$ cat config.mk
export PLATFORM = sky130hd
export DESIGN_NAME = scancode_to_ascii_fifo
export DESIGN_NICKNAME = d
export VERILOG_FILES = /design/src/rtl/core/scta_pkg.sv /design/src/rtl/core/scancode_to_ascii_fifo.sv /design/src/rtl/core/scta_ram.sv /design/src/rtl/core/scta_xlate.sv /design/src/rtl/core/scta_fifo.sv
export VERILOG_INCLUDE_DIRS = /design/src /design/src/rtl/core
export SDC_FILE = /design/constraint.sdc
export NUM_CORES = 1
export LEC_CHECK = 0
export BUFFER_PORTS_ARGS = -buffer_cell sky130_fd_sc_hd__buf_2
export CAP_MARGIN = 5
export CORE_ASPECT_RATIO = 1.25
export CORE_MARGIN = 3
export CORE_UTILIZATION = 50
export CTS_CLUSTER_SIZE = 28
export DETAILED_ROUTE_END_ITERATION = 8
export PLACE_DENSITY = 0.69
export SETUP_SLACK_MARGIN = 0.4
export SYNTH_ARGS = -nofsm -noshare
export SYNTH_HDL_FRONTEND = slang
export SYNTH_SLANG_ARGS = --single-unit
$ cat constraint.sdc
create_clock -name clock -period 5.1 [get_ports clock]
set_input_delay 0.765 -clock clock [delete_from_list [all_inputs] [get_ports clock]]
set_output_delay 0.765 -clock clock [all_outputs]
set_load 0.01 [all_outputs]
$ cat src/rtl/core/scancode_to_ascii_fifo_macros.svh
// Assertion macros for the keyboard translator RTL, used by scta_fifo
`ifndef SCANCODE_TO_ASCII_FIFO_MACROS_SVH
`define SCANCODE_TO_ASCII_FIFO_MACROS_SVH

// same-cycle implication, disabled during reset
`define SCTA_ASSERT_NOW(label, clk, rst, pre, post, msg) \
   label: assert property (@(posedge clk) disable iff (rst) (pre) |-> (post)) \
      else $error(msg);

// next-cycle implication, disabled during reset
`define SCTA_ASSERT_NEXT(label, clk, rst, pre, post, msg) \
   label: assert property (@(posedge clk) disable iff (rst) (pre) |=> (post)) \
      else $error(msg);

`endif

$ cat src/rtl/core/scta_pkg.sv
`default_nettype none

package scta_pkg;

   localparam int DEFAULT_FIFO_DEPTH = 16;
   localparam int CHAR_W             = 7;
   localparam int SC_W               = 8;
   localparam int MAP_SIZE           = 58;
   localparam int MAP_IDX_W          = 6;

   // command codes
   localparam logic CMD_SCAN = 1'b0;
   localparam logic CMD_POP  = 1'b1;

   // set-1 scancodes with special meaning
   localparam logic [SC_W-1:0] SC_LSHIFT     = 8'h2A;
   localparam logic [SC_W-1:0] SC_RSHIFT     = 8'h36;
   localparam logic [SC_W-1:0] SC_LSHIFT_REL = 8'hAA;
   localparam logic [SC_W-1:0] SC_RSHIFT_REL = 8'hB6;
   localparam logic [SC_W-1:0] SC_CTRL       = 8'h1D;
   localparam logic [SC_W-1:0] SC_CTRL_REL   = 8'h9D;
   localparam logic [SC_W-1:0] SC_ESCAPE     = 8'h01;

   // US layout, unshifted
   localparam logic [CHAR_W-1:0] PLAIN_MAP [MAP_SIZE] = '{
      7'h00, 7'h1B, 7'h31, 7'h32, 7'h33, 7'h34, 7'h35, 7'h36, 7'h37, 7'h38,
      7'h39, 7'h30, 7'h2D, 7'h3D, 7'h08, 7'h09, 7'h71, 7'h77, 7'h65, 7'h72,
      7'h74, 7'h79, 7'h75, 7'h69, 7'h6F, 7'h70, 7'h5B, 7'h5D, 7'h0A, 7'h00,
      7'h61, 7'h73, 7'h64, 7'h66, 7'h67, 7'h68, 7'h6A, 7'h6B, 7'h6C, 7'h3B,
      7'h27, 7'h60, 7'h00, 7'h5C, 7'h7A, 7'h78, 7'h63, 7'h76, 7'h62, 7'h6E,
      7'h6D, 7'h2C, 7'h2E, 7'h2F, 7'h00, 7'h2A, 7'h00, 7'h20
   };

   // US layout, shift held
   localparam logic [CHAR_W-1:0] SHIFT_MAP [MAP_SIZE] = '{
      7'h00, 7'h1B, 7'h21, 7'h40, 7'h23, 7'h24, 7'h25, 7'h5E, 7'h26, 7'h2A,
      7'h28, 7'h29, 7'h5F, 7'h2B, 7'h08, 7'h09, 7'h51, 7'h57, 7'h45, 7'h52,
      7'h54, 7'h59, 7'h55, 7'h49, 7'h4F, 7'h50, 7'h7B, 7'h7D, 7'h0A, 7'h00,
      7'h41, 7'h53, 7'h44, 7'h46, 7'h47, 7'h48, 7'h4A, 7'h4B, 7'h4C, 7'h3A,
      7'h22, 7'h7E, 7'h00, 7'h7C, 7'h5A, 7'h58, 7'h43, 7'h56, 7'h42, 7'h4E,
      7'h4D, 7'h3C, 7'h3E, 7'h3F, 7'h00, 7'h2A, 7'h00, 7'h20
   };

   typedef struct packed {
      logic              push;
      logic [CHAR_W-1:0] ch;
   } push_req_type;

   typedef struct packed {
      logic shift;
      logic ctrl;
      logic esc;
   } mod_flags_type;

endpackage

`default_nettype wire

$ cat src/rtl/core/scancode_to_ascii_fifo.sv
// Set-1 keyboard scancode to US ASCII translator with a character queue.
// Request channel: drive req_cmd and req_scancode with start high; the word
//   is taken on a rising edge where start is high and busy is low. req_cmd
//   low carries a scancode byte, high asks for one queued character.
// Response channel: each request gives exactly one response, shown on the
//   rsp_ ports for one cycle with rsp_strobe high. There is no back-pressure:
//   the receiver must take it in that cycle.
// An accepted request goes from the request register through the response
//   register to rsp_strobe; while busy is low a new request can be taken every
//   cycle, as the table lookup and the pointer update both fit between them,
//   and the store read is the one registered port of the character RAM.
// Queue holds FIFO_DEPTH-1 characters; on overflow the character is lost and
//   rsp_dropped is raised. Popping an empty queue returns 0 with
//   rsp_char_valid low.
// Reset (synchronous) clears the modifier flags, escape flag and queue
//   pointers; busy is high while reset is held and the cycle after.
`default_nettype none

module scancode_to_ascii_fifo #(
   parameter int FIFO_DEPTH = scta_pkg::DEFAULT_FIFO_DEPTH
) (
   input  wire logic                        clock,
   input  wire logic                        reset,
   input  wire logic                        start,
   output logic                             busy,
   input  wire logic                        req_cmd,
   input  wire logic [scta_pkg::SC_W-1:0]   req_scancode,
   output logic                             rsp_strobe,
   output logic [scta_pkg::CHAR_W-1:0]      rsp_char_out,
   output logic                             rsp_char_valid,
   output logic                             rsp_has_char,
   output logic                             rsp_dropped,
   output logic                             rsp_shift_down,
   output logic                             rsp_ctrl_down,
   output logic                             rsp_escape_seen
);

   import scta_pkg::*;

   logic              busy_ff;
   logic              accept;
   logic              item_valid_ff;
   logic              cmd_ff;
   logic [SC_W-1:0]   scancode_ff;
   push_req_type      push_req;
   mod_flags_type     flags_next;
   logic              pop;
   logic              pop_ok, has_char, drop;
   logic [CHAR_W-1:0] rd_char;
   logic              strobe_ff, char_valid_ff, has_char_ff, dropped_ff;
   logic              shift_ff, ctrl_ff, esc_ff;

   assign busy   = busy_ff || reset;
   assign accept = start && !busy;

   always_ff @(posedge clock) begin
      if (reset) begin
         busy_ff <= 1'b1;
      end else begin
         busy_ff <= 1'b0;
      end
   end

   // request register
   always_ff @(posedge clock) begin
      if (reset) begin
         item_valid_ff <= 1'b0;
      end else begin
         item_valid_ff <= accept;
      end
      if (accept) begin
         cmd_ff      <= req_cmd;
         scancode_ff <= req_scancode;
      end
   end

   assign pop = item_valid_ff && (cmd_ff == CMD_POP);

   scta_xlate u_xlate (
      .clock      (clock),
      .reset      (reset),
      .item_valid (item_valid_ff),
      .cmd        (cmd_ff),
      .scancode   (scancode_ff),
      .push_req   (push_req),
      .flags_next (flags_next)
   );

   scta_fifo #(
      .FIFO_DEPTH (FIFO_DEPTH)
   ) u_fifo (
      .clock    (clock),
      .reset    (reset),
      .pop      (pop),
      .push_req (push_req),
      .pop_ok   (pop_ok),
      .has_char (has_char),
      .drop     (drop),
      .rd_char  (rd_char)
   );

   // response register; character arrives from the store's read register
   always_ff @(posedge clock) begin
      if (reset) begin
         strobe_ff <= 1'b0;
      end else begin
         strobe_ff <= item_valid_ff;
      end
      char_valid_ff <= pop_ok;
      has_char_ff   <= has_char;
      dropped_ff    <= drop;
      shift_ff      <= flags_next.shift;
      ctrl_ff       <= flags_next.ctrl;
      esc_ff        <= flags_next.esc;
   end

   assign rsp_strobe      = strobe_ff;
   assign rsp_char_out    = char_valid_ff ? rd_char : '0;
   assign rsp_char_valid  = char_valid_ff;
   assign rsp_has_char    = has_char_ff;
   assign rsp_dropped     = dropped_ff;
   assign rsp_shift_down  = shift_ff;
   assign rsp_ctrl_down   = ctrl_ff;
   assign rsp_escape_seen = esc_ff;

endmodule

`default_nettype wire

$ cat src/rtl/core/scta_ram.sv
`default_nettype none

module scta_ram #(
   parameter int WIDTH = 8,
   parameter int DEPTH = 16
) (
   input  wire logic                     clock,
   input  wire logic                     wr_en,
   input  wire logic [$clog2(DEPTH)-1:0] wr_addr,
   input  wire logic [WIDTH-1:0]         wr_data,
   input  wire logic                     rd_en,
   input  wire logic [$clog2(DEPTH)-1:0] rd_addr,
   output logic      [WIDTH-1:0]         rd_data
);

   logic [WIDTH-1:0] mem_ff [DEPTH];
   logic [WIDTH-1:0] rd_data_ff;

   // one write port, one registered read port
   always_ff @(posedge clock) begin
      if (wr_en) begin
         mem_ff[wr_addr] <= wr_data;
      end
      if (rd_en) begin
         rd_data_ff <= mem_ff[rd_addr];
      end
   end

   assign rd_data = rd_data_ff;

endmodule

`default_nettype wire

$ cat src/rtl/core/scta_xlate.sv
`default_nettype none

module scta_xlate (
   input  wire logic                       clock,
   input  wire logic                       reset,
   input  wire logic                       item_valid,
   input  wire logic                       cmd,
   input  wire logic [scta_pkg::SC_W-1:0]  scancode,
   output scta_pkg::push_req_type          push_req,
   output scta_pkg::mod_flags_type         flags_next
);

   import scta_pkg::*;

   logic                 shift_ff, shift_in;
   logic                 ctrl_ff, ctrl_in;
   logic                 esc_ff, esc_in;
   logic [MAP_IDX_W-1:0] map_idx;
   logic                 is_make_key;
   logic [CHAR_W-1:0]    map_char;

   // table lookup; shift state before this word selects the table
   assign map_idx     = scancode[MAP_IDX_W-1:0];
   assign is_make_key = (scancode < SC_W'(MAP_SIZE));
   assign map_char    = !is_make_key ? '0 :
                        shift_ff ? SHIFT_MAP[map_idx] : PLAIN_MAP[map_idx];

   // scancode decode
   always_comb begin
      shift_in      = shift_ff;
      ctrl_in       = ctrl_ff;
      esc_in        = esc_ff;
      push_req.push = 1'b0;
      push_req.ch   = map_char;
      if (item_valid && cmd == CMD_SCAN) begin
         unique case (scancode) inside
            SC_LSHIFT, SC_RSHIFT:         shift_in = 1'b1;
            SC_LSHIFT_REL, SC_RSHIFT_REL: shift_in = 1'b0;
            SC_CTRL:                      ctrl_in  = 1'b1;
            SC_CTRL_REL:                  ctrl_in  = 1'b0;
            SC_ESCAPE:                    esc_in   = 1'b1;
            default:                      push_req.push = (map_char != '0);
         endcase
      end
   end

   // modifier flags
   always_ff @(posedge clock) begin
      if (reset) begin
         shift_ff <= 1'b0;
         ctrl_ff  <= 1'b0;
         esc_ff   <= 1'b0;
      end else begin
         shift_ff <= shift_in;
         ctrl_ff  <= ctrl_in;
         esc_ff   <= esc_in;
      end
   end

   assign flags_next.shift = shift_in;
   assign flags_next.ctrl  = ctrl_in;
   assign flags_next.esc   = esc_in;

endmodule

`default_nettype wire

$ cat src/rtl/core/scta_fifo.sv
`default_nettype none

`include "scancode_to_ascii_fifo_macros.svh"

module scta_fifo #(
   parameter int FIFO_DEPTH = scta_pkg::DEFAULT_FIFO_DEPTH
) (
   input  wire logic                         clock,
   input  wire logic                         reset,
   input  wire logic                         pop,
   input  wire scta_pkg::push_req_type       push_req,
   output logic                              pop_ok,
   output logic                              has_char,
   output logic                              drop,
   output logic [scta_pkg::CHAR_W-1:0]       rd_char
);

   import scta_pkg::*;

   localparam int PTR_W = $clog2(FIFO_DEPTH);
   localparam logic [PTR_W-1:0] PTR_LAST = PTR_W'(FIFO_DEPTH - 1);

   logic [PTR_W-1:0] write_ptr_ff, write_ptr_in;
   logic [PTR_W-1:0] read_ptr_ff, read_ptr_in;
   logic [PTR_W-1:0] wr_ptr_inc, rd_ptr_inc;
   logic             empty, full, wr_en;

   // ring pointer increments, wrap at the last slot
   assign wr_ptr_inc = (write_ptr_ff == PTR_LAST) ? '0 : write_ptr_ff + PTR_W'(1);
   assign rd_ptr_inc = (read_ptr_ff == PTR_LAST) ? '0 : read_ptr_ff + PTR_W'(1);

   // one slot always left free
   assign empty  = (write_ptr_ff == read_ptr_ff);
   assign full   = (wr_ptr_inc == read_ptr_ff);
   assign pop_ok = pop && !empty;
   assign wr_en  = push_req.push && !full;
   assign drop   = push_req.push && full;

   assign write_ptr_in = wr_en ? wr_ptr_inc : write_ptr_ff;
   assign read_ptr_in  = pop_ok ? rd_ptr_inc : read_ptr_ff;
   assign has_char     = (write_ptr_in != read_ptr_in);

   always_ff @(posedge clock) begin
      if (reset) begin
         write_ptr_ff <= '0;
         read_ptr_ff  <= '0;
      end else begin
         write_ptr_ff <= write_ptr_in;
         read_ptr_ff  <= read_ptr_in;
      end
   end

   // character store; read and write never hit the same slot
   scta_ram #(
      .WIDTH (CHAR_W),
      .DEPTH (FIFO_DEPTH)
   ) u_store (
      .clock   (clock),
      .wr_en   (wr_en),
      .wr_addr (write_ptr_ff),
      .wr_data (push_req.ch),
      .rd_en   (pop_ok),
      .rd_addr (read_ptr_ff),
      .rd_data (rd_char)
   );

   `SCTA_ASSERT_NOW(a_drop_no_write, clock, reset, drop, !wr_en, "dropped word was written")
   `SCTA_ASSERT_NOW(a_no_overrun, clock, reset, wr_en, wr_ptr_inc != read_ptr_ff, "overrun")
   `SCTA_ASSERT_NEXT(a_empty_pop_hold, clock, reset, pop && empty,
                     $stable(read_ptr_ff), "empty pop moved read pointer")
   `SCTA_ASSERT_NOW(a_no_rw_clash, clock, reset, wr_en && pop_ok, 1'b0, "push and pop together")

endmodule

`default_nettype wire

Yosys cells after proc, flatten, opt, wreduce, memory -nomap -nowiden
Memories as Yosys holds them, arrays and structs flattened. A register that Yosys moved wholly into a read port is not among the register bits.
Cells that the tools add are included.
{"block": "classes", "add_sub_neg": 2, "order_cmp": 2, "eq_ne": 12, "muxes": 22, "n_bitwise": 2, "reduce_logical": 14}
{"op": "7-bit 2-to-1 mux", "count": 7}
{"op": "8-bit equality test (second input constant)", "count": 3}
{"op": "8-bit by 6-bit equality test with 1-bit output (second input constant)", "count": 2}
{"op": "4-bit 2-to-1 mux", "count": 4}
{"op": "1-bit 2-to-1 mux", "count": 9}
{"op": "4-bit by 1-bit adder with 4-bit output (second input constant)", "count": 2}
{"op": "4-bit equality test", "count": 2}
{"op": "4-bit equality test (second input constant)", "count": 2}
{"op": "8-bit by 1-bit equality test with 1-bit output (second input constant)", "count": 1}
{"op": "8-bit by 5-bit equality test with 1-bit output (second input constant)", "count": 1}
{"op": "8-bit by 6-bit < comparator with 1-bit output (second input constant)", "count": 1}
{"op": "7-bit greater-or-equal comparator (second input constant)", "count": 1}
{"op": "6-bit inverter with 7-bit output", "count": 1}
{"op": "7-bit nonzero test", "count": 1}
{"op": "7-bit OR reduction", "count": 1}
{"op": "1-bit logical AND", "count": 6}
{"op": "4-bit inequality test", "count": 1}
{"op": "1-bit case mux with 2 select lines", "count": 2}
{"op": "2-bit OR reduction", "count": 2}
{"op": "1-bit logical NOT", "count": 3}
{"op": "1-bit logical OR", "count": 1}
{"op": "1-bit inverter", "count": 1}
{"block": "totals", "ff_bits": 29, "ram_bits": 112, "rom_bits": 896, "inputBits": 12, "output_inout_bits": 15, "word_cells": 73, "mem_count": 3}
{"name": "(no name shown)", "words": 64, "width": 7, "rd": 1, "rd_ports_with_merged_regs": 0, "write_ports": 0, "line": "scta_xlate.sv:26", "source": "shift_ff ? SHIFT_MAP[map_idx] : PLAIN_MAP[map_idx];"}
{"name": "(no name shown)", "words": 64, "width": 7, "rd": 1, "rd_ports_with_merged_regs": 0, "write_ports": 0, "line": "scta_xlate.sv:26"}
{"name": "u_fifo.u_store.mem_ff", "words": 16, "width": 7, "rd": 1, "rd_ports_with_merged_regs": 1, "write_ports": 1, "line": "scta_ram.sv:16", "source": "logic [WIDTH-1:0] mem_ff [DEPTH];"}

Logic depth before layout (Yosys ltp)
Gate-level depths: netlist of the first run.
{"block": "depth", "ltp_word": 12, "mapped_depth": 13, "mapped_depth_nobuf": 11}

Hierarchy
From an unflattened synthesis of the first run, not the netlist that was laid out.
{"block": "hier_totals", "hier_cells": 513, "hier_area_um2": 7267.0}
{"module": "scta_ram", "n_inst": 1, "cells_per_inst": 203, "area_per_inst_um2": 4600.7, "seq_area_each_um2": 3573.4}
{"module": "scta_xlate", "n_inst": 1, "cells_per_inst": 210, "area_per_inst_um2": 1526.5, "seq_area_each_um2": 60.1}
{"module": "scta_fifo", "n_inst": 1, "cells_per_inst": 70, "area_per_inst_um2": 611.8, "seq_area_each_um2": 160.2}
{"module": "scancode_to_ascii_fifo", "n_inst": 1, "cells_per_inst": 30, "area_per_inst_um2": 528.0, "seq_area_each_um2": 450.4}

Worst setup path after synthesis of the first run
OpenSTA, ideal clock, no wires.
{"block": "synth_timing", "kind": "flip-flop to flip-flop", "start": "register scancode_ff[0]", "end": "memory u_fifo.u_store.mem_ff[11][0] in the netlist's numbering (enable)", "setup_ns": 0.382, "t_arrival_ns": 3.512, "required_ns": 4.718, "path_slack_ns": 1.207, "stages_incl_launch_ff": 11, "n_path_buf": 0, "synth_period_minus_slack_ns": 3.893, "path_cell_list": "edfxtp_1 > inv_1 > ha_1 > or3b_1 > a21oi_1 > a2111oi_2 > nor3_1 > or4b_4 > nor3_1 > nand3b_1 > nor3b_1"}
{"element": "start, declared", "line": "scancode_to_ascii_fifo.sv:44", "source": "logic [SC_W-1:0] scancode_ff;"}
{"element": "start signal, assigned", "line": "scancode_to_ascii_fifo.sv:73", "source": "scancode_ff <= req_scancode;"}
{"element": "end, declared", "line": "scta_ram.sv:16"}

Final worst setup path of the first run
{"block": "layout_timing", "start": "register scancode_ff[1]", "end": "memory u_fifo.u_store.mem_ff[0][1] in the netlist's numbering (enable)"}
{"block": "layout_between", "elab_chain_cells": 12, "word_cells_on_any_way": 24, "classes_between": "order compare: 1; eq/ne: 7; mux: 10; bitwise: 1; reduce/logical: 3; memory: 2"}
{"element": "6-bit inverter with 7-bit output (implied by the code)", "line": "scta_xlate.sv:26"}
{"element": "memory 64 x 7 bit"}
{"element": "7-bit 2-to-1 mux (implied by the code) (2 in series)", "line": "scta_xlate.sv:26"}
{"element": "7-bit 2-to-1 mux", "line": "scta_xlate.sv:26"}
{"element": "7-bit 2-to-1 mux", "line": "scta_xlate.sv:25", "source": "assign map_char = !is_make_key ? '0 :"}
{"element": "7-bit nonzero test", "line": "scta_xlate.sv:42", "source": "default: push_req.push = (map_char != '0);"}
{"element": "1-bit 2-to-1 mux *", "line": "scta_xlate.sv:36", "source": "unique case (scancode) inside"}
{"element": "1-bit 2-to-1 mux *", "line": "scta_xlate.sv:35", "source": "if (item_valid && cmd == CMD_SCAN) begin"}
{"element": "1-bit logical AND *", "line": "scta_fifo.sv:36", "source": "assign wr_en = push_req.push && !full;"}
{"element": "1-bit 2-to-1 mux *", "line": "scta_ram.sv:21", "source": "if (wr_en) begin"}
{"element": "1-bit 2-to-1 mux (implied by the code) *", "line": "scta_ram.sv:22", "source": "mem_ff[wr_addr] <= wr_data;"}
Every way passes the cells marked *; elsewhere a longest branch is shown, timed or not. The select of a mux whose other input is x is not followed.

==> impl_metrics.csv, run 1 <==
group,metric,value,unit
floorplan,core_area,13870,um^2
detailed_routing,routed_wl,16.44,mm
clocking,cts_made_buffers,17,
yosys,synthArstFlopShare,0,%
yosys,synth_top_area_share,53.90,%
setup_path,cp.required,5120,ps
setup_path,worstPathCellList,"inv_2, ha_1, nor3b_1, a31o_1, o311ai_0, a31o_1, o311ai_1, o31ai_4, inv_2, nand2_1, nor3_1",
power,power_density,317.9,nW/um^2
sta,period_needed,4155,ps
flow_run,maxCapViolCount,0,
clocking,root_buffer,"clkbuf_16",
global_routing,grt_util_all_layers,22.05,%
sta,drv_slew,0,
min_path,min_from,"u_xlate.esc_ff",
yosys,netlist_area,7131,um^2
power,ir_worst_vdd,0.1914,mV
global_routing,first_global_vias,4638,
clocking,hold_buffers,0,
sta,fin_skew,7.464,ps
setup_path,crit_slowest_cell,"nor3_1",
setup_path,rr_worst_depth,11,
clocking,insertion_delay,420,ps
floorplan,die_y,139.5,um
final_layout,nNetsFinal,564,
setup_path,critPathLaunchType,"flip-flop",
clocking,cts_tree,"built",
yosys,syn_inst,503,
clocking,htree_levels,4,
sta,worst_pin_slew,1169,ps
sta,fin_crit_sh,81.47,%
yosys,synth_fp_nets,533,
placement,dpl-instance-area,7472,um^2
final_layout,fin_area,8019,um^2
global_routing,grt_start_max_net_pins,35,
global_routing,overflow,0,
placement,gp_congestion,0.9623,
setup_path,r2r_slack,940,ps
min_path,min_path_cells,1,
floorplan,start_util,51.40,%
setup_path,critPathArrivalTime,4180,ps
sta,worst_hold_slack,447.5,ps
final_layout,drive_above_1_share,21.98,%
sta,relSlewSlack,21.48,%
clocking,cts_setup_buffers,0,
final_layout,syn_to_final_growth,12.46,%
clocking,clk_path_buf_depth,2,
placement,port_buffers,26,
yosys,synth_cell_type_count,66,
yosys,synth_edf_count,128,
detailed_routing,final_antenna_net_count,0,
clocking,cts_sinks,148,
detailed_routing,vias_per_cell,6.197,
yosys,synth_seq_cells,148,
floorplan,dieArea,15740,um^2
global_routing,use_met3,4.567,%
floorplan,dieWidth,112.8,um
yosys,synth_ff_type,"edfxtp_1",
placement,dpl.hpwl,11.71,mm
min_path,whs_endpoint,"rsp_escape_seen",
floorplan,ios,27,
clocking,cts_resized,0,
setup_path,path_class,"flip-flop to flip-flop",
yosys,synth.area.top_cells,"edfxtp_1 (54%), mux4_2 (11%), dfxtp_1 (5.6%)",
sta,setup_violations,0,
detailed_routing,drt_iter0_markers,340,
yosys,synth.most_common_cell,"edfxtp_1",
global_routing,antenna_found_initial,0,
sta,rsz0062_at_grt,"false",
setup_path,r2r_start,"scancode_ff[1]",
sta,tns,0,ps
detailed_routing,drcViolationCount,0,
clocking,clkTransAtPathRegs,60,ps
global_routing,groute.layer.met2.usage,38.08,%
min_path,hold_path.class,"flip-flop to flip-flop",
yosys,yosys.area.top_type,"edfxtp_1",
yosys,ys_seq_area_share,59.52,%
setup_path,cp_max_fo,10,
global_routing,use_met1,25.63,%
setup_path,crit_path_end_kind,"flip-flop",
global_routing,grt-busiest-layer,"met2",
power,leakage,2.709,nW
outcome,status,"completed",
global_routing,grt_pass1_wl,26.08,mm
detailed_routing,vias,4468,
sta,hold_viol,0,
floorplan,std_cell_rows,48,
final_layout,n_antenna_cell,0,
detailed_routing,wl_per_cell,22.80,um
yosys,yosys-top-cells-count,"edfxtp_1 (128), mux4_2 (36), nor2_1 (29)",
yosys,avgSynthCellArea,14.18,um^2
setup_path,slowest_delay,910,ps
sta,fmax,240.7,MHz
yosys,yosysWarnings,0,
setup_path,r2r_end,"u_fifo.u_store.mem_ff[0][1]",
detailed_routing,first_pass_iters,5,
[layer usage]
layer	up-vias	part of all wire, %
met5	-	0
met4	0	4.5
met3	49	4.7
met2	177	53
met1	2230	37
li1	2012	-
[placed cells by master, fill, tap and decap left out, types with 6 or more instances in the layout]
cell / n
nor3b_1: 8
dfxtp_1: 19
nand3_1: 8
mux2i_1: 11
mux4_2: 36
edfxtp_1: 128
nor2_1: 29
ha_1: 18
nand2b_1: 10
xnor2_1: 9
nand2_1: 24
o21ai_0: 14
inv_1: 13
nor3_1: 12
a31oi_1: 6
nor2b_1: 15
and2_1: 10
buf_2: 26
a21oi_1: 14
clkbuf_16: 17
buf_4: 17
[flip-flops by register name (all words and copies together), names as in the netlist]
register	cells
scancode_ff	8
u_xlate.shift_ff	1
rsp_char_valid	1
u_xlate.ctrl_ff	1
cmd_ff	1
rsp_strobe	1
rsp_has_char	1
u_fifo.u_store.rd_data	7
rsp_dropped	1
busy_ff	1
rsp_shift_down	1
u_fifo.u_store.mem_ff	112
u_fifo.write_ptr_ff	4
item_valid_ff	1
rsp_ctrl_down	1
u_xlate.esc_ff	1
rsp_escape_seen	1
u_fifo.read_ptr_ff	4
[through the flow]
step / utilization (%) / power, mW / cells / setup WS (ps)
2_1_floorplan: - / 1.395 / 503 / 1207
3_3_place_gp: 53.86 / 1.423 / 690 / 953.7
3_5_place_dp: 53.86 / 1.424 / 690 / 1010
4_1_cts: 57.80 / 2.565 / 721 / 986.1
5_1_grt: 57.80 / 2.629 / 721 / 642.2
6_report: 57.80 / 2.549 / 721 / 944.9
[final cells by class]
type,instances,area [um^2]
clock buffers,18,429.2
clock inverters,13,117.6
fillers,1095,5854
inverters,17,63.81
multi-input cells,307,2686
flip-flops and latches,148,4245
well taps,175,219.0
repair buffers,43,257.7
[logic make-up after synthesis]
family | Yosys count | share of synthesized area [%]
xor+xnor | 14 | 1.913
fa+ha+maj | 18 | 3.159
buf+inv | 48 | 2.807
flops | 148 | 59.52
compound gates | 89 | 9.020
mux | 50 | 13.39
simple gates | 136 | 10.20
[worst max-delay path by stage]
stage                   startpoint                      endpoint  slack [ps]  cells after the start
floorplan           scancode_ff[0]  u_fifo.u_store.mem_ff[11][0]        1210                     10
global placement    scancode_ff[1]   u_fifo.u_store.mem_ff[0][1]         950                     11
detailed placement  scancode_ff[1]   u_fifo.u_store.mem_ff[0][1]        1010                     11
CTS                 scancode_ff[1]   u_fifo.u_store.mem_ff[0][2]         990                     11
global route        scancode_ff[1]   u_fifo.u_store.mem_ff[9][2]         640                     11
finish              scancode_ff[1]   u_fifo.u_store.mem_ff[0][1]         940                     11
[critical path, delay by kind of cell (launching register included)]
| family | cells | cell delay (ps) |
|---|---|---|
| AO/OA/AOI/OAI | 5 | 980 |
| adder cells (fa/ha/maj) | 1 | 550 |
| buffers and inverters | 2 | 280 |
| flip-flops | 1 | 600 |
| AND/OR/NAND/NOR | 3 | 1340 |
[report_power, final]
group | internal (mW) | switching [mW]
clock | 0.704 | 0.445
sequential | 1.31 | 0.00860
combinational | 0.0309 | 0.0493
total | 2.05 | 0.503
Note: power is estimated with default switching activity, not from simulation.
==> run 2: changes to the inputs <==
- PLACE_DENSITY: 0.69 -> 0.71
- clock period: 5.1 -> 3.4 ns (I/O delays scaled with it)
==> impl_metrics.csv, run 2 (synthesis results as in run 1) <==
group,metric,value,unit
outcome,status,"completed",
global_routing,antenna_found_initial,0,
global_routing,first_global_vias,4938,
setup_path,crit_family,"buffers and inverters",
setup_path,worstPathCellList,"buf_6, ha_4, buf_6, nand3b_1, a21oi_2, a2111oi_4, nor3_4, or4b_4, o31ai_4, buf_4, inv_8, nand2_4, buf_12, nor3b_4, buf_12",
sta,fmax,309.0,MHz
floorplan,dieWidth,112.8,um
sta,rsz0062_at_grt,"true",
final_layout,nNetsFinal,641,
final_layout,mostFrequentLayoutCells,"edfxtp_1 (128), buf_4 (60), mux4_2 (36)",
sta,tns,0,ps
placement,gp_congestion,1.020,
floorplan,dieArea,15740,um^2
global_routing,grt_pass1_wl,28.29,mm
clocking,cts_made_buffers,17,
power,fin_total_pwr,3.925,mW
min_path,hold_path.class,"input port to flip-flop",
flow_run,maxCapViolCount,0,
setup_path,crit_path_end_kind,"flip-flop",
detailed_routing,first_pass_iters,5,
setup_path,path_class,"flip-flop to flip-flop",
final_layout,regMostFlops,"u_fifo.u_store.mem_ff",
floorplan,die_y,139.5,um
final_layout,syn_to_final_growth,31.94,%
detailed_routing,wl_per_cell,23.10,um
sta,fin_crit_sh,95.20,%
final_layout,largest_reg_flops,112,
clocking,cts_sinks,148,
final_layout,drive_above_1_share,40.22,%
setup_path,cp.required,3580,ps
setup_path,crit_slowest_cell,"or4b_4",
sta,setup_violations,0,
setup_path,crit_buf_inv,6,
power,ir_worst_vdd,0.3565,mV
sta,drv_slew,0,
setup_path,cp_max_fo,7,
placement,placedCellCount,733,
final_layout,n_antenna_cell,0,
final_layout,final_common_cell,"edfxtp_1",
detailed_routing,drcViolationCount,0,
detailed_routing,final_antenna_net_count,0,
power,leakage,3.269,nW
detailed_routing,routed_wl,18.46,mm
global_routing,grt_util_all_layers,23.81,%
global_routing,grt_start_max_net_pins,39,
sta,layout_setup_ws,163.2,ps
sta,relSlewSlack,43.27,%
sta,fin_skew,8.367,ps
placement,dpl.hpwl,11.84,mm
final_layout,fillerInstances,893,
sta,worst_pin_slew,839.9,ps
detailed_routing,drt_iter0_markers,458,
floorplan,core_area,13870,um^2
placement,port_buffers,26,
final_layout,finalNonFillerCells,799,
clocking,clkTransAtPathRegs,60,ps
final_layout,final_util,67.81,%
setup_path,critPathLaunchType,"flip-flop",
floorplan,start_util,51.40,%
detailed_routing,vias,4960,
placement,dp_slack,44.47,ps
clocking,insertion_delay,410,ps
setup_path,r2r_slack,160,ps
sta,hold_viol,0,
floorplan,ios,27,
clocking,root_buffer,"clkbuf_16",
clocking,clk_path_buf_depth,2,
sta,period_needed,3237,ps
clocking,cts_tree,"built",
detailed_routing,vias_per_cell,6.208,
setup_path,slowest_delay,510,ps
floorplan,std_cell_rows,48,
clocking,htree_levels,4,
global_routing,overflow,0,
setup_path,critPathArrivalTime,3410,ps
power,power_density,417.3,nW/um^2
==> run 2: worst paths after layout <==
check / from / end / depth (start not counted)
setup / recovery: scancode_ff[0] / u_fifo.u_store.mem_ff[9][4] / 15
hold / removal: req_scancode[6] / scancode_ff[6] / 1
setup reg to reg: scancode_ff[0] / u_fifo.u_store.mem_ff[9][4] / 15
hold reg to reg: u_xlate.esc_ff / rsp_escape_seen / 1
==> run 2: cell type report <==
type | count | area, um^2 | area share [%]
clock buffers | 25 | 526.8 | 5.599
clock inverters | 7 | 41.29 | 0.4389
inverters | 17 | 86.33 | 0.9177
multi-input cells | 307 | 3136 | 33.33
flip-flops and latches | 148 | 4245 | 45.13
well taps | 175 | 219.0 | 2.327
repair buffers | 120 | 1154 | 12.26
==> run 2: where the power goes <==
group	switching, mW	internal [mW]
Combinational	0.102	0.0884
Clock	0.690	1.07
Sequential	0.00636	1.97
==> run 2: metal layers <==
| metal | part of all wire (%) | routed length (um) | up-vias | GRT usage (%) |
|---|---|---|---|---|
| met4 | 4.6 | 846 | 0 | 11.65 |
| met3 | 6.2 | 1138 | 66 | 4.089 |
| met2 | 53 | 9837 | 262 | 41.39 |
| met1 | 36 | 6632 | 2446 | 28.47 |
| li1 | - | - | 2186 | - |
| met5 | 0 | 0 | - | 0 |
==> run 2: what timing repair did <==
item,4_1_cts,5_1_grt
hold buffers,0,0
buffers inserted,17,15
pin swaps,15,21
gates resized for setup,44,28
cloned,2,0
endpoints found under the setup margin,117,117
==> run 2: through the flow <==
stage,hold slack (ps),cell area (um^2)
floorplan,410.2,7346
global placement,438.8,8169
detailed placement,433.3,8169
CTS,256.0,9141
global route,256.9,9408
finish,267.4,9408
==> run 3: changes to the inputs <==
- RECOVER_POWER: default -> 25
==> impl_metrics.csv, run 3 (synthesis results as in run 1) <==
group,metric,value,unit
global_routing,overflow,0,
power,power_density,419.5,nW/um^2
setup_path,crit_start,"scancode_ff[2]",
global_routing,grt_pass1_wl,28.29,mm
power,ir_worst_vdd,0.3594,mV
global_routing,antenna_found_initial,0,
sta,rsz0062_at_grt,"true",
final_layout,final_common_cell,"edfxtp_1",
detailed_routing,vias,4990,
sta,fin_crit_sh,95.74,%
setup_path,crit_slowest_cell,"edfxtp_1",
setup_path,cp_max_fo,14,
final_layout,drive_above_1_share,36.86,%
floorplan,die_y,139.5,um
sta,fmax,307.2,MHz
power,leakage,3.184,nW
clocking,hold_buffers,0,
floorplan,dieArea,15740,um^2
setup_path,r2r_end,"u_fifo.u_store.mem_ff[9][1]",
detailed_routing,vias_per_cell,6.245,
floorplan,std_cell_rows,48,
final_layout,regMostFlops,"u_fifo.u_store.mem_ff",
setup_path,path_class,"flip-flop to flip-flop",
floorplan,core_area,13870,um^2
clocking,cts_sinks,148,
flow_run,maxCapViolCount,0,
sta,relSlewSlack,42.66,%
clocking,insertion_delay,420,ps
floorplan,dieWidth,112.8,um
clocking,cts_tree,"built",
global_routing,grt_util_all_layers,23.81,%
clocking,htree_levels,4,
setup_path,r2r_start,"scancode_ff[2]",
sta,worst_pin_slew,848.9,ps
final_layout,largest_reg_flops,112,
sta,drv_slew,0,
floorplan,start_util,51.40,%
placement,port_buffers,26,
final_layout,nNetsFinal,641,
setup_path,slowest_delay,450,ps
global_routing,first_global_vias,4938,
setup_path,endpoint,"u_fifo.u_store.mem_ff[9][1]",
setup_path,cpMostUsedCell,"buf_12",
final_layout,n_antenna_cell,0,
floorplan,ios,27,
setup_path,cp.required,3530,ps
setup_path,crit_path_end_kind,"flip-flop",
setup_path,critPathLaunchType,"flip-flop",
clocking,root_buffer,"clkbuf_16",
detailed_routing,final_antenna_net_count,0,
setup_path,r2r_slack,140,ps
outcome,status,"completed",
final_layout,fillerInstances,913,
clocking,cts_made_buffers,17,
detailed_routing,wl_per_cell,23.29,um
final_layout,mostFrequentLayoutCells,"edfxtp_1 (128), buf_4 (55), mux4_2 (36)",
placement,dpl.hpwl,11.84,mm
sta,setup_violations,0,
detailed_routing,drcViolationCount,0,
sta,tns,0,ps
sta,fin_skew,10.52,ps
clocking,clk_path_buf_depth,2,
detailed_routing,first_pass_iters,7,
sta,hold_viol,0,
clocking,clkTransAtPathRegs,60,ps
setup_path,worstPathCellList,"clkbuf_1, buf_12, o21a_2, clkbuf_1, a21boi_2, o21ai_2, o311ai_4, o31ai_4, buf_4, inv_8, nand2_4, buf_12, nor3b_4, buf_12",
setup_path,rr_worst_depth,14,
detailed_routing,routed_wl,18.61,mm
min_path,hold_path.class,"input port to flip-flop",
final_layout,syn_to_final_growth,31.23,%
power,fin_total_pwr,3.926,mW
global_routing,grt_start_max_net_pins,39,
sta,period_needed,3255,ps
placement,gp_congestion,1.020,
detailed_routing,drt_iter0_markers,426,
setup_path,critPathArrivalTime,3380,ps
## run 3: cell types whose count changed in the layout (fill, tap and decap cells not counted), sizes merged
cell    change
clkbuf     +20
buf        -20
## run 3: layout make-up
class,count,area [um^2],area share [%]
clock buffer,25,526.8,5.629
clock inverter,7,41.29,0.4412
inverter,17,86.33,0.9226
multi-input combinational,307,3129,33.44
sequential,148,4245,45.37
tap,175,219.0,2.340
timing repair buffer,120,1110,11.86
## run 3: how the worst min path moves through the flow
stage,from,end,slack [ps],cells after the start
3_5_place_dp,u_xlate.esc_ff,rsp_escape_seen,430,1
3_3_place_gp,u_xlate.esc_ff,rsp_escape_seen,440,1
2_1_floorplan,u_xlate.esc_ff,rsp_escape_seen,410,1
6_report,req_scancode[6],scancode_ff[6],260,1
4_1_cts,req_scancode[7],scancode_ff[7],260,1
5_1_grt,req_scancode[3],scancode_ff[3],260,1
## run 3: metal layers
layer	vias up	share of wire [%]	global-route usage, %	routed length (um)
met5	-	0	0	0
met2	242	53	41.39	9875
li1	2182	-	-	-
met4	0	4.5	11.65	831
met1	2504	37	28.47	6805
met3	62	5.9	4.089	1097
## run 3: power by group
part	internal [mW]	total (mW)	switching (mW)
combinational	0.0859	0.188	0.102
clock	1.07	1.77	0.693
sequential	1.97	1.97	0.00636
## run 3: timing repair
action	CTS	global route
pin swaps	15	21
gates resized for setup	44	28
gates cloned	2	0
setup endpoints to repair	117	117
buffers inserted	17	15
## run 3: per-stage QoR
| step | setup WS (ps) | util, % | cell area, um^2 | instances | hold WS, ps |
|---|---|---|---|---|---|
| 6_report | 144.7 | 67.45 | 9358 | 799 | 262.7 |
| 5_1_grt | 38.54 | 67.45 | 9358 | 799 | 256.9 |
| 4_1_cts | 227.8 | 65.89 | 9141 | 784 | 256.0 |
| 3_5_place_dp | 44.47 | 58.88 | 8169 | 733 | 433.3 |
| 3_3_place_gp | 87.96 | 58.88 | 8169 | 733 | 438.8 |
| 2_1_floorplan | 187.7 | - | 7346 | 503 | 410.2 |
## run 3: worst max-delay path, delay by kind of cell (launching register included)
family                 cells  cell delay [ps]
AOI/OAI and AO/OA          5             1190
buffers and inverters      7              990
DFF                        1              450
and+or+nand+nor            2              320
